--- config.mk ---
export PLATFORM = sky130hd
export DESIGN_NAME = dpwp_backproj
export DESIGN_NICKNAME = d
export VERILOG_FILES = /design/src/dpwp_pkg.sv /design/src/dpwp_backproj.sv
export SDC_FILE = /design/constraint.sdc
export NUM_CORES = 2
export LEC_CHECK = 0
export BUFFER_PORTS_ARGS = -buffer_cell sky130_fd_sc_hd__buf_2
export CAP_MARGIN = 20
export CORE_MARGIN = 1.5
export CORE_UTILIZATION = 40
export CTS_CLUSTER_SIZE = 25
export DETAILED_ROUTE_END_ITERATION = 12
export MAX_ROUTING_LAYER = met4
export PLACE_DENSITY_LB_ADDON = 0.25
export SLEW_MARGIN = 20
export SYNTH_ARGS = -nofsm -noshare
export SYNTH_HDL_FRONTEND = slang
export SYNTH_SLANG_ARGS = --single-unit
--- constraint.sdc ---
create_clock -name clk -period 15.2 [get_ports clk]
set_input_delay 3.04 -clock clk [delete_from_list [all_inputs] [get_ports clk]]
set_output_delay 3.04 -clock clk [all_outputs]
set_load 0.02 [all_outputs]
--- src/dpwp_pkg.sv ---
`default_nettype none

package dpwp_pkg;

  // Default index widths
  localparam int COL_BITS_DEF = 10;
  localparam int ROW_BITS_DEF = 10;

  // Principal point doubled, so that 2u - CX2 stays integer
  localparam int CX2 = 651;
  localparam int CY2 = 507;

  // x: round(|2u-651| * d * 2048 / 32375)
  localparam int X_DEN  = 32375;
  localparam int X_SH   = 11;
  localparam int X_HALF = 16187;
  // y: round(|2v-507| * d * 4096 / 64875)
  localparam int Y_DEN  = 64875;
  localparam int Y_SH   = 12;
  localparam int Y_HALF = 32437;
  // z: round(d * 8192 / 125)
  localparam int Z_DEN  = 125;
  localparam int Z_SH   = 13;
  localparam int Z_HALF = 62;

  // Reciprocal multipliers, truncated so the estimate is low by 0..2
  localparam int RECIP_SH   = 35;
  localparam int Z_RECIP_SH = 25;
  localparam logic [31:0] X_RECIP = 32'((64'd1 << (RECIP_SH + X_SH)) / X_DEN);
  localparam logic [31:0] Y_RECIP = 32'((64'd1 << (RECIP_SH + Y_SH)) / Y_DEN);
  localparam logic [31:0] Z_RECIP = 32'((64'd1 << (Z_RECIP_SH + Z_SH)) / Z_DEN);

  // Remainder widths: must hold three times the divisor
  localparam int REM_W  = 18;
  localparam int ZREM_W = 9;

  // Rotation matrix, Q2.28 with headroom for any quaternion bits
  localparam int R_W       = 34;
  localparam int Q28_SH    = 28;
  localparam int Q28_ONE   = 1 << 28;
  localparam int Q28_HALF  = 1 << 27;
  localparam int QZ_W      = 23;

  // Configuration register indexes
  localparam int CFG_IDX_W = 3;
  localparam logic [CFG_IDX_W-1:0] REG_QUAT_W  = 3'd0;
  localparam logic [CFG_IDX_W-1:0] REG_QUAT_X  = 3'd1;
  localparam logic [CFG_IDX_W-1:0] REG_QUAT_Y  = 3'd2;
  localparam logic [CFG_IDX_W-1:0] REG_QUAT_Z  = 3'd3;
  localparam logic [CFG_IDX_W-1:0] REG_TRANS_X = 3'd4;
  localparam logic [CFG_IDX_W-1:0] REG_TRANS_Y = 3'd5;
  localparam logic [CFG_IDX_W-1:0] REG_TRANS_Z = 3'd6;

  localparam logic signed [15:0] QUAT_ONE = 16'sd16384;

  typedef struct packed {
    logic [7:0] red;
    logic [7:0] green;
    logic [7:0] blue;
  } color_t;

  // Stage handoff: valid bit plus the pass-through colour
  typedef struct packed {
    logic   valid;
    color_t color;
  } tag_t;

endpackage

`default_nettype wire

--- src/dpwp_backproj.sv ---
`default_nettype none

module dpwp_backproj #(
  parameter int COL_BITS = dpwp_pkg::COL_BITS_DEF,
  parameter int ROW_BITS = dpwp_pkg::ROW_BITS_DEF,
  parameter int PC_W     = 25
) (
  input  wire logic                       clk,
  input  wire logic                       rst_n,
  input  wire logic                       adv,
  input  wire logic                       in_valid,
  input  wire logic [COL_BITS-1:0]        col,
  input  wire logic [ROW_BITS-1:0]        row,
  input  wire logic [15:0]                depth_mm,
  input  wire dpwp_pkg::color_t           color,
  output dpwp_pkg::tag_t                  tag_o,
  output logic signed [PC_W-1:0]          pc_x,
  output logic signed [PC_W-1:0]          pc_y,
  output logic signed [PC_W-1:0]          pc_z
);
  import dpwp_pkg::*;

  localparam int AX_W = (COL_BITS + 1 > 10) ? COL_BITS + 1 : 10;
  localparam int AY_W = (ROW_BITS + 1 > 9) ? ROW_BITS + 1 : 9;
  localparam int PA_W = AX_W + 16;
  localparam int PB_W = AY_W + 16;
  localparam int QX_W = PA_W - 3;
  localparam int QY_W = PB_W - 3;
  localparam int XLO_W = REM_W - X_SH;
  localparam int YLO_W = REM_W - Y_SH;

  // valid and colour per stage
  logic [3:0] vld_r;
  color_t     clr_r [4];

  // Stage 1: offset from principal point, magnitude times depth
  logic signed [AX_W:0]  ax;
  logic signed [AY_W:0]  ay;
  logic [AX_W-1:0]       ax_mag;
  logic [AY_W-1:0]       ay_mag;
  logic [PA_W-1:0]       pa_nxt;
  logic [PB_W-1:0]       pb_nxt;
  logic [PA_W-1:0]       pa_r;
  logic [PB_W-1:0]       pb_r;
  logic [15:0]           d1_r;
  logic [2:0]            sx_r;
  logic [2:0]            sy_r;

  always_comb begin
    ax = $signed({{(AX_W - COL_BITS){1'b0}}, col, 1'b0}) - $signed((AX_W + 1)'(CX2));
    ay = $signed({{(AY_W - ROW_BITS){1'b0}}, row, 1'b0}) - $signed((AY_W + 1)'(CY2));
    ax_mag = ax[AX_W] ? AX_W'(-ax) : AX_W'(ax);
    ay_mag = ay[AY_W] ? AY_W'(-ay) : AY_W'(ay);
    pa_nxt = ax_mag * depth_mm;
    pb_nxt = ay_mag * depth_mm;
  end

  // Stage 2: quotient estimates by reciprocal multiply
  logic [PA_W+31:0]      px;
  logic [PB_W+31:0]      py;
  logic [47:0]           pz;
  logic [QX_W-1:0]       qxe_r;
  logic [QY_W-1:0]       qye_r;
  logic [QZ_W-1:0]       qze_r;
  logic [XLO_W-1:0]      xlo_r;
  logic [YLO_W-1:0]      ylo_r;

  always_comb begin
    px = pa_r * X_RECIP;
    py = pb_r * Y_RECIP;
    pz = d1_r * Z_RECIP;
  end

  // Stage 3: remainder check, estimate raised by 0, 1 or 2
  logic [REM_W-1:0]      rx;
  logic [REM_W-1:0]      ry;
  logic [ZREM_W-1:0]     rz;
  logic [1:0]            cx;
  logic [1:0]            cy;
  logic [1:0]            cz;
  logic [QX_W-1:0]       qx_r;
  logic [QY_W-1:0]       qy_r;
  logic [QZ_W-1:0]       qz_r;

  always_comb begin
    rx = {xlo_r, {X_SH{1'b0}}} + REM_W'(X_HALF)
         - REM_W'(qxe_r[REM_W-1:0] * REM_W'(X_DEN));
    ry = {ylo_r, {Y_SH{1'b0}}} + REM_W'(Y_HALF)
         - REM_W'(qye_r[REM_W-1:0] * REM_W'(Y_DEN));
    // d * 8192 vanishes modulo the short remainder width
    rz = ZREM_W'(Z_HALF) - ZREM_W'(qze_r[ZREM_W-1:0] * ZREM_W'(Z_DEN));
    if (rx >= REM_W'(2 * X_DEN))      cx = 2'd2;
    else if (rx >= REM_W'(X_DEN))     cx = 2'd1;
    else                              cx = 2'd0;
    if (ry >= REM_W'(2 * Y_DEN))      cy = 2'd2;
    else if (ry >= REM_W'(Y_DEN))     cy = 2'd1;
    else                              cy = 2'd0;
    if (rz >= ZREM_W'(2 * Z_DEN))     cz = 2'd2;
    else if (rz >= ZREM_W'(Z_DEN))    cz = 2'd1;
    else                              cz = 2'd0;
  end

  // Stage 4: restore sign
  logic signed [PC_W-1:0] ex;
  logic signed [PC_W-1:0] ey;
  logic signed [PC_W-1:0] pcx_nxt;
  logic signed [PC_W-1:0] pcy_nxt;

  always_comb begin
    ex = $signed(PC_W'(qx_r));
    ey = $signed(PC_W'(qy_r));
    pcx_nxt = sx_r[2] ? -ex : ex;
    pcy_nxt = sy_r[2] ? -ey : ey;
  end

  // Valid bits; zero depth never enters
  always_ff @(posedge clk) begin
    if (!rst_n) begin
      vld_r <= '0;
    end else if (adv) begin
      vld_r <= {vld_r[2:0], in_valid && (depth_mm != 16'd0)};
    end
  end

  // Datapath registers
  always_ff @(posedge clk) begin
    if (adv) begin
      clr_r[0] <= color;
      clr_r[1] <= clr_r[0];
      clr_r[2] <= clr_r[1];
      clr_r[3] <= clr_r[2];
      sx_r     <= {sx_r[1:0], ax[AX_W]};
      sy_r     <= {sy_r[1:0], ay[AY_W]};

      pa_r     <= pa_nxt;
      pb_r     <= pb_nxt;
      d1_r     <= depth_mm;

      qxe_r    <= px[PA_W+31:RECIP_SH];
      qye_r    <= py[PB_W+31:RECIP_SH];
      qze_r    <= pz[47:Z_RECIP_SH];
      xlo_r    <= pa_r[XLO_W-1:0];
      ylo_r    <= pb_r[YLO_W-1:0];

      qx_r     <= qxe_r + QX_W'(cx);
      qy_r     <= qye_r + QY_W'(cy);
      qz_r     <= qze_r + QZ_W'(cz);

      pc_x     <= pcx_nxt;
      pc_y     <= pcy_nxt;
      pc_z     <= $signed(PC_W'(qz_r));
    end
  end

  assign tag_o.valid = vld_r[3];
  assign tag_o.color = clr_r[3];

endmodule

`default_nettype wire

==> out/results.tsv <==
stage	metric	value	unit
run_status	status	completed	
worst_setup_path	R2R Setup Slk	6880	ps
die	chip height	403.4	µm
global_routing	Global Route Usage Sum	0.1937	
place	hpwl dp	125500	µm
detailed_routing	initial detailed-routing violation count	2070	
sta	Setup TNS Final	0	ps
synth	Synth Flop Type	edfxtp_1	
sta	Final min period	9566	ps
sta	setup violators final	0	
die	core footprint	158700	µm²
synth	Post-synth ARST share	0	
finish	area delta synth->final	8.022	%
global_routing	vias in the first global route	42900	
clock_network	Reg clk slew, reported paths	60	ps
place	Placed Area	67500	µm²
die	Cell Rows	146	
sta	RSZ-0062 raised after global routing	no	
synth	area leader, netlist	fa_1	
finish	Fillers	14954	
place	Final GP Congestion	0.9279	
clock_network	post-cts sizing count	0	
clock_network	CTS tree	yes	
worst_setup_path	reg2reg path depth	29	
global_routing	GRT overflow	0	
hold_path	Hold/Removal Path Class	flip-flop to flip-flop	
worst_setup_path	CP Launch Type	primary input	
place	number of I/O port buffers	161	
sta	Pins Over Slew Limit	0	
detailed_routing	Remaining DRCs	0	
die	die area	162700	µm²
detailed_routing	via count	39732	
detailed_routing	average vias per placed instance	4.841	
run	max-cap check violation count	0	
worst_setup_path	required time of the critical path	15560	ps
worst_setup_path	CP Class	primary input to flip-flop	
synth	Ys Warns	0	
worst_setup_path	crit path max fanout	13	
synth	sequential area share after synthesis	0.1872	
sta	Clock Skew	93.59	ps
clock_network	CTS Buffer Depth	3	
synth	Post-synth EDFFs	397	
clock_network	root buf cell	clkbuf_16	
worst_setup_path	CP Capture Type	flip-flop	
sta	setup ws final	5634	ps
sta	Tightest Pin Transition	1035	ps
synth	Synth cell types	90	
detailed_routing	wire length per cell	18.06	µm
synth	Synth top area share	0.3369	
finish	post-route design area	69270	µm²
hold_path	WHS Path Cells	0	
die	overall die width	403.4	µm
hold_path	hold endpoint	pc_z[7]$_DFFE_PP_	
clock_network	hold_buf cts	0	
synth	register bit total from synthesis	401	
die	IO Count	164	
clock_network	Post-CTS Setup Bufs	0	
synth	Synth area leaders	fa_1 (34%), ha_1 (22%), edfxtp_1 (19%)	
global_routing	largest net degree at the start of global routing	177	
synth	Syn Area/Cell	10.83	µm²
clock_network	clock sinks	401	
synth	Mapped Area	64120	µm²
sta	Final Cycle Share	0.6293	
finish	share of post-route cells with drive strength above 1	0.05103	
sta	Final Hold Vio Count	0	
hold_path	Worst Hold Launch	qz_r[7]$_DFFE_PP_	
global_routing	first-pass GRT wire length	238600	µm
clock_network	Clock H-tree levels	2	
worst_setup_path	r2r endpoint	qx_r[22]$_DFFE_PP_	
place	pre-CTS setup slack	5082	ps
sta	Rel. slew slack	0.3035	
die	Initial Utilization	0.4039	
detailed_routing	drt pass-1 iters	5	
finish	fin nets	8354	
sta	FMAX	104.5	MHz
clock_network	number of buffers created by CTS	50	
detailed_routing	DRT antenna net count	0	
synth	Post-Syn Instances	5922	
detailed_routing	total routed wirelength	148300	µm
clock_network	clock latency on the worst-skew pair	700	ps
global_routing	initial antenna violation count	3	
worst_setup_path	r2r startpoint	qxe_r[5]$_DFFE_PP_	
worst_setup_path	Worst EP arrival	9920	ps
-- cells by family (layout without fill, tap and decap cells) --
group                    after synthesis  in the layout  share of synthesized area
AO/OA/AOI/OAI                        463            463                    0.04956
XOR/XNOR                             306            306                    0.04180
adder cells (fa/ha/maj)             2194           2194                     0.5544
buffers and inverters               1714           1925                     0.1005
flip-flops                           401            401                     0.1872
multiplexers                           6              6                  0.0009366
other                                  1              3                 0.00005848
AND/OR/NAND/NOR                      837            837                    0.06552
-- Yosys cell counts (62+ instances only) --
| master | n |
|---|---|
| inv_1 | 1645 |
| ha_1 | 1115 |
| fa_1 | 1079 |
| edfxtp_1 | 397 |
| nand2_1 | 279 |
| xnor2_1 | 239 |
| a21oi_1 | 121 |
| nor2_1 | 120 |
| and2_1 | 101 |
| a21o_1 | 67 |
| nor2b_1 | 67 |
| xor2_1 | 67 |
| o21ai_0 | 64 |
| clkbuf_1 | 62 |
-- final cells by class --
cell class	count	area [µm²]	share of cell area
clock buffers	55	1270	0.01833
flip-flops and latches	401	12000	0.1733
clock inverters	35	495.5	0.007153
repair buffers	190	1046	0.01510
well taps	2072	2592	0.03743
multi-input cells	3808	45680	0.6595
inverters	1645	6175	0.08914
diodes	1	2.502	0.00003613
-- registers in the layout, indices dropped and copies added, names as in the netlist, 15 cells and up --
| name | cells |
|---|---|
| clr_r | 96 |
| pa_r | 27 |
| pb_r | 26 |
| pc_x | 25 |
| pc_y | 25 |
| qx_r | 24 |
| qxe_r | 24 |
| qy_r | 24 |
| qye_r | 24 |
| pc_z | 23 |
| qz_r | 23 |
| qze_r | 23 |
| d1_r | 15 |
-- cells in the final DEF, fill, tap and decap left out, types with 28 or more instances in the layout --
master	n
xnor2_1	239
and3_1	28
nor3_1	44
ha_1	1115
inv_1	1645
nand3_1	52
nor2b_1	67
clkbuf_16	50
nand2_1	279
o21ai_0	64
buf_2	160
xor2_1	67
nand2b_1	30
buf_4	28
a21o_1	67
edfxtp_1	397
fa_1	1079
and2_1	101
nor2_1	120
a21oi_1	121
-- how the worst max path moves through the flow --
stage,slack [ps],endpoint,start,cells past startpoint
after floorplan,5530,pb_r[26]$_DFFE_PP_,row[3],27
after global placement,5180,pb_r[26]$_DFFE_PP_,row[3],27
after detailed placement,5080,pa_r[24]$_DFFE_PP_,col[1],26
after CTS,5740,pa_r[24]$_DFFE_PP_,col[1],26
after global routing,5090,pa_r[24]$_DFFE_PP_,col[1],26
final,5630,pa_r[24]$_DFFE_PP_,col[1],26
-- worst max-delay path, stage by stage --
cell,delay (ps)
buf_2,130
a21oi_1,230
nand2b_1,100
o21a_1,190
nor2_1,200
nor2_1,80
xnor2_1,360
and2_1,570
nand2_1,160
fa_1,570
inv_1,60
fa_1,500
fa_1,550
inv_1,60
fa_1,550
inv_1,60
fa_1,470
ha_1,400
nand4_1,130
a211o_1,280
a31oi_1,270
o21ai_1,120
a311oi_1,390
a21oi_1,140
nor2b_1,170
xnor2_1,120
-- per-stage QoR --
stage | util | hold slack [ps] | instances
after floorplan | - | 400.3 | 5923
after detailed placement | 0.4252 | 404.5 | 8116
after global placement | 0.4252 | 400.9 | 8116
after CTS | 0.4363 | 416.5 | 8206
final | 0.4363 | 416.7 | 8207
after global routing | 0.4363 | 422.4 | 8207
-- routing by layer --
layer | GRT usage | vias to the layer above | part of all wire
met5 | - | - | 0
met4 | 0.04217 | 0 | 0.023
met3 | 0.03098 | 155 | 0.055
met2 | 0.2960 | 851 | 0.44
met1 | 0.2713 | 19814 | 0.48
li1 | - | 18912 | -
Power is not shown: default switching activity piles up to over one toggle a cycle in this logic, so the estimate is an artifact.
